### config.mk
export PLATFORM = sky130hd
export DESIGN_NAME = smoa_modadd
export DESIGN_NICKNAME = d
export VERILOG_FILES = /design/src/design/smoa_pkg.sv /design/src/design/smoa_modadd.sv
export SDC_FILE = /design/constraint.sdc
export NUM_CORES = 2
export LEC_CHECK = 0
export BUFFER_PORTS_ARGS = -buffer_cell sky130_fd_sc_hd__buf_4
export CAP_MARGIN = 20
export CORE_ASPECT_RATIO = 1.25
export CORE_MARGIN = 1.5
export CORE_UTILIZATION = 35
export DETAILED_ROUTE_END_ITERATION = 8
export SLEW_MARGIN = 30
export SYNTH_ARGS = -nofsm -noshare
export SYNTH_HDL_FRONTEND = slang
export SYNTH_SLANG_ARGS = --single-unit
### constraint.sdc
create_clock -name vclk -period 23.1
set_input_delay 3.465 -clock vclk [all_inputs]
set_output_delay 3.465 -clock vclk [all_outputs]
set_load 0.05 [all_outputs]
### src/design/smoa_pkg.sv
// ----------------------------------------------------------------------------
// smoa_pkg: shared definitions for the scalar modulo-order arithmetic unit
// Holds the group order, the inversion exponent, operation codes and the
// sequencer state type.
// ----------------------------------------------------------------------------
package smoa_pkg;

    localparam int ORDER_BITS  = 253;
    localparam int LIMB_W      = 64;
    localparam int TOP_LIMB_W  = ORDER_BITS - 3 * LIMB_W;
    localparam int IDX_W       = 8;

    typedef logic [ORDER_BITS-1:0] residue_t;

    localparam residue_t ORDER_Q =
        253'h1000000000000000000000000000000014def9dea2f79cd65812631a5cf5d3ed;
    localparam residue_t ORDER_Q_MINUS_2 =
        253'h1000000000000000000000000000000014def9dea2f79cd65812631a5cf5d3eb;

    localparam logic [2:0] OP_ADD    = 3'd0;
    localparam logic [2:0] OP_SUB    = 3'd1;
    localparam logic [2:0] OP_MUL    = 3'd2;
    localparam logic [2:0] OP_HALVE  = 3'd3;
    localparam logic [2:0] OP_INVERT = 3'd4;

    typedef enum logic [7:0] {
        ST_IDLE = 8'b0000_0001,
        ST_REDA = 8'b0000_0010,
        ST_REDB = 8'b0000_0100,
        ST_OP   = 8'b0000_1000,
        ST_MDBL = 8'b0001_0000,
        ST_MADD = 8'b0010_0000,
        ST_MEND = 8'b0100_0000,
        ST_DONE = 8'b1000_0000
    } state_t;

endpackage

### src/design/smoa_modadd.sv
// ----------------------------------------------------------------------------
// smoa_modadd: shared modular adder and subtractor
// Returns x + y or x - y reduced modulo the group order for inputs below q.
// ----------------------------------------------------------------------------
module smoa_modadd (
    input  smoa_pkg::residue_t x,
    input  smoa_pkg::residue_t y,
    input  logic               sub,
    output smoa_pkg::residue_t z
);
    import smoa_pkg::*;

    logic [ORDER_BITS:0] sum;
    logic [ORDER_BITS:0] corr;

    always_comb begin
        if (sub) begin
            sum  = {1'b0, x} - {1'b0, y};
            corr = sum + {1'b0, ORDER_Q};
            z    = sum[ORDER_BITS] ? corr[ORDER_BITS-1:0] : sum[ORDER_BITS-1:0];
        end else begin
            sum  = {1'b0, x} + {1'b0, y};
            corr = sum - {1'b0, ORDER_Q};
            z    = (sum >= {1'b0, ORDER_Q}) ? corr[ORDER_BITS-1:0]
                                            : sum[ORDER_BITS-1:0];
        end
    end

endmodule

==> results of run 1 <==
[cells in the mapped netlist, types with 43 or more instances]
library cell  count
a211oi_1         98
a21boi_0         67
a21o_1          138
a21oi_1        1177
a311oi_1         44
a31oi_1         114
and2_1          152
and3_1          146
and4_1           46
buf_2           115
clkbuf_1        275
ha_1            509
inv_1           618
mux2i_1         145
nand2_1        1136
nand2b_1         76
nand3_1         382
nand4_1         414
nor2_1         1063
nor2b_1         123
nor3_1          407
nor3b_1          48
nor4_1          377
nor4_2           43
o2111ai_1        51
o211ai_1        144
o21a_1           85
o21ai_0         675
o21ai_1          79
o21bai_1        153
o31ai_1         259
or2_2            92
or3_1           118
or4_1            63
xnor2_1         665
xor2_1          186
[metrics by stage]
step	instances	hold WS, ns	utilization, %
2_1_floorplan	11000	7.43	-
3_3_place_gp	14200	7.48	40.2
3_5_place_dp	14200	7.48	40.5
4_1_cts	14200	7.48	40.5
[layer usage]
metal	GRT overflow	global-route usage (%)
met3	0	35.1
met2	2	83.9
met4	1	61.1
met1	0	63.6
met5	0	4.72
[logic make-up after synthesis]
group / Yosys count / share of synthesized area (%)
buffers and inverters: 1089 / 6.42
multiplexers: 160 / 2.40
adder cells (fa/ha/maj): 511 / 9.48
XOR/XNOR: 854 / 11.1
AND/OR/NAND/NOR: 4867 / 37.1
AO/OA/AOI/OAI: 3544 / 33.5
==> reports/qor.csv, run 1 <==
stage,metric,value,unit
outcome,status,stopped before the end,
outcome,failing step,5_1_grt,
outcome,stop err,[ERROR GRT-0116] Global routing finished with congestion. Check the congestion regions in the DRC Viewer.,
synthesis,Synth top area share,9.42,%
floorplan,Rows,180,
grt,total grt overflow,3,
grt,largest net degree at the start of global routing,100,
floorplan,chip height,494,um
grt,aggregate global-route resource usage,61.2,%
synthesis,register area share after synthesis,0,%
clocking,post_cts resized,0,
placed_design,DP Area,77900,um2
synthesis,Post-Synthesis Cells,11000,
floorplan,I/O pin count,760,
synthesis,syn nets,12000,
grt,via count of the first global-routing pass,102000,
synthesis,mapped cell area,67600,um2
synthesis,dominant cells by area after synthesis,"ha_1 (9.4%), a21oi_1 (8.7%), xnor2_1 (8.6%), nand2_1 (6.3%), nor2_1 (5.9%)",
clocking,"Hold-fix buffers, CTS",0,
synthesis,Synth Warn #,0,
placed_design,pre-CTS setup slack,5.69,ns
synthesis,Synth cell types,123,
floorplan,Initial Util,35.2,%
grt,first-pass GRT wire length,842000,um
placed_design,port bufs,760,
synthesis,cell taking the most area after synthesis,ha_1,
clocking,setup bufs post-CTS,0,
placed_design,dpl hpwl,516000,um
synthesis,Post-Syn Area per Cell,6.13,um2
floorplan,Die X,396,um
placed_design,RD Place Congestion,1.29,
==> run 2: changes to the inputs <==
Settings changed: CORE_ASPECT_RATIO 1.25 to default, CORE_UTILIZATION 35 to 20, PLACE_DENSITY_LB_ADDON from default to 0.15.
==> run 2 against run 1 <==
  * The run now ends clean
  * Synthesized cell count unchanged
  * Area after synthesis unchanged
==> reports/qor.csv, run 2 <==
stage,metric,value,unit
sta,Final Slew Violations,0,
layout,most frequent cells in the layout,"buf_4 (1179), a21oi_1 (1175), nand2_1 (1135)",
sta,Tcrit/Tclk final,76.0,%
layout,layout net count,12800,
synthesis,Commonest cells post-synth,"a21oi_1 (1177), nand2_1 (1136), nor2_1 (1063)",
layout,CLK BUF,0,
floorplan,I/O pin count,760,
layout,"most common cell after layout, fill and taps aside",buf_4,
sta,# setup viols final,0,
grt,aggregate global-route resource usage,34.6,%
grt,via count of the first global-routing pass,90500,
sta,Slew headroom,16.4,%
layout,area occupied by multi-input gates,64300,um2
setup_path,CP Depth,26,
sta,setup_tns,0,ns
synthesis,largest family of logic cells by synthesized area,simple AND/OR/NAND/NOR gates,
setup_path,CP bufs+invs,7,
grt,first-pass GRT wire length,817000,um
flow_run,max cap viols,0,
sta,fmax,0.0569,GHz
synthesis,syn nets,12000,
routing,DRC,0,
sta,post-route setup slack,5.54,ns
clocking,"Hold-fix buffers, CTS",0,
floorplan,Initial Util,20.1,%
routing,via count,99400,
grt,initial antenna violation count,28,
placed_design,dpl hpwl,556000,um
synthesis,area share of fa/ha/maj cells after synthesis,9.48,%
floorplan,chip height,585,um
sta,RSZ-0062 raised after global routing,false,
setup_path,CP required,19.64,ns
placed_design,RD Place Congestion,1.08,
sta,Fin. Hold Viols,0,
outcome,status,finished clean,
setup_path,CP max FO,99,
routing,starting DRC count in detailed routing,15300,
setup_path,cell family with most CP delay,simple AND/OR/NAND/NOR gates,
routing,final WL,626000,um
layout,fraction of layout cells with a size suffix above 1,13.7,%
sta,Post-Route Hold Slack,7.56,ns
synthesis,Post-Syn Area per Cell,6.13,um2
setup_path,slowest library cell on the worst path,xnor2_1,
floorplan,Die X,585,um
routing,ANT nets after route,0,
setup_path,Worst setup endpoint,z[134],
synthesis,dominant cells by area after synthesis,"ha_1 (9.4%), a21oi_1 (8.7%), xnor2_1 (8.6%), nand2_1 (6.3%), nor2_1 (5.9%)",
synthesis,Synth Warn #,0,
setup_path,critical path's largest stage delay,0.93,ns
clocking,post_cts resized,0,
routing,drt wl/cell,38.4,um
hold_path,Worst Hold Depth,4,
routing,DRT Pass-1 Iters,6,
layout,Seq cells,0,
clocking,setup bufs post-CTS,0,
grt,largest net degree at the start of global routing,136,
grt,total grt overflow,0,
setup_path,startpoint types,primary input,
floorplan,Rows,213,
routing,Via-to-Cell Ratio,6.10,
layout,filler instances,39300,
sta,fin crit period,17.56,ns
setup_path,Worst Setup SP,y[31],
layout,Final Non-Filler Cells,16300,
floorplan,Core Region,337000,um2
synthesis,Synth top area share,9.42,%
synthesis,Simple-Gate Fraction of Synth Area,37.1,%
hold_path,hold crit path type,primary input to primary output,
synthesis,post-synthesis xor/xnor area fraction,11.1,%
placed_design,Cells after DPL,16300,
layout,Area growth syn-to-layout,20.3,%
floorplan,die area,342000,um2
synthesis,Synth cell types,123,
sta,worst slew pin tran,1.25,ns
setup_path,CP Capture Type,primary output,
setup_path,CP Class,primary input to primary output,
synthesis,Synth Area in Compound Gates,33.5,%
setup_path,"most used cell, CP",buf_4,
layout,sequential standard cell area,0,um2
setup_path,crit path DAT,14.10,ns
synthesis,Post-Synthesis Cells,11000,
synthesis,cell taking the most area after synthesis,ha_1,
synthesis,register area share after synthesis,0,%
placed_design,pre-CTS setup slack,6.14,ns
synthesis,mux contribution to synthesized area,2.40,%
synthesis,mapped cell area,67600,um2
placed_design,port bufs,760,
synthesis,"count leader, synth",a21oi_1,
-- run 2: layout make-up --
| type | count | share of cell area, % |
|---|---|---|
| Inverter | 639 | 2.95 |
| Antenna cell | 27 | 0.0831 |
| Timing Repair Buffer | 1182 | 10.9 |
| Multi-Input combinational cell | 9936 | 79.1 |
| Tap cell | 4515 | 6.95 |
-- run 2: kinds of logic (layout without fill, tap and decap cells) --
kind of cell / count (synthesis) / after routing
buf+inv: 1089 / 1821
xor+xnor: 854 / 854
compound gates: 3544 / 3544
other cells: 0 / 27
mux: 160 / 160
simple gates: 4867 / 4867
fa+ha+maj: 511 / 511
-- run 2: worst min path at each step --
stage / startpoint / end / slack [ns]
floorplan: y[0] / z[0] / 7.43
global placement: y[0] / z[0] / 7.56
detailed placement: y[0] / z[0] / 7.55
CTS: y[0] / z[0] / 7.55
global route: y[0] / z[0] / 7.58
finish: y[0] / z[0] / 7.56
-- run 2: metrics by stage --
| step | util (%) | area, um2 |
|---|---|---|
| after CTS | 24.1 | 81000 |
| after detailed placement | 24.1 | 81000 |
| after global placement | 23.9 | 80500 |
| after global routing | 24.1 | 81300 |
| final | 24.2 | 81300 |
| after floorplan | - | 67600 |
-- run 2: layer usage --
| layer | global-route usage, % | vias to the layer above | wire length (um) | share of wire, % |
|---|---|---|---|---|
| li1 | - | 42700 | - | - |
| met4 | 14.7 | 8 | 33200 | 5.3 |
| met1 | 50.2 | 49600 | 283000 | 45 |
| met2 | 48.1 | 6301 | 244000 | 39 |
| met3 | 7.41 | 819 | 66700 | 11 |
| met5 | 0 | - | 57 | 0.0091 |
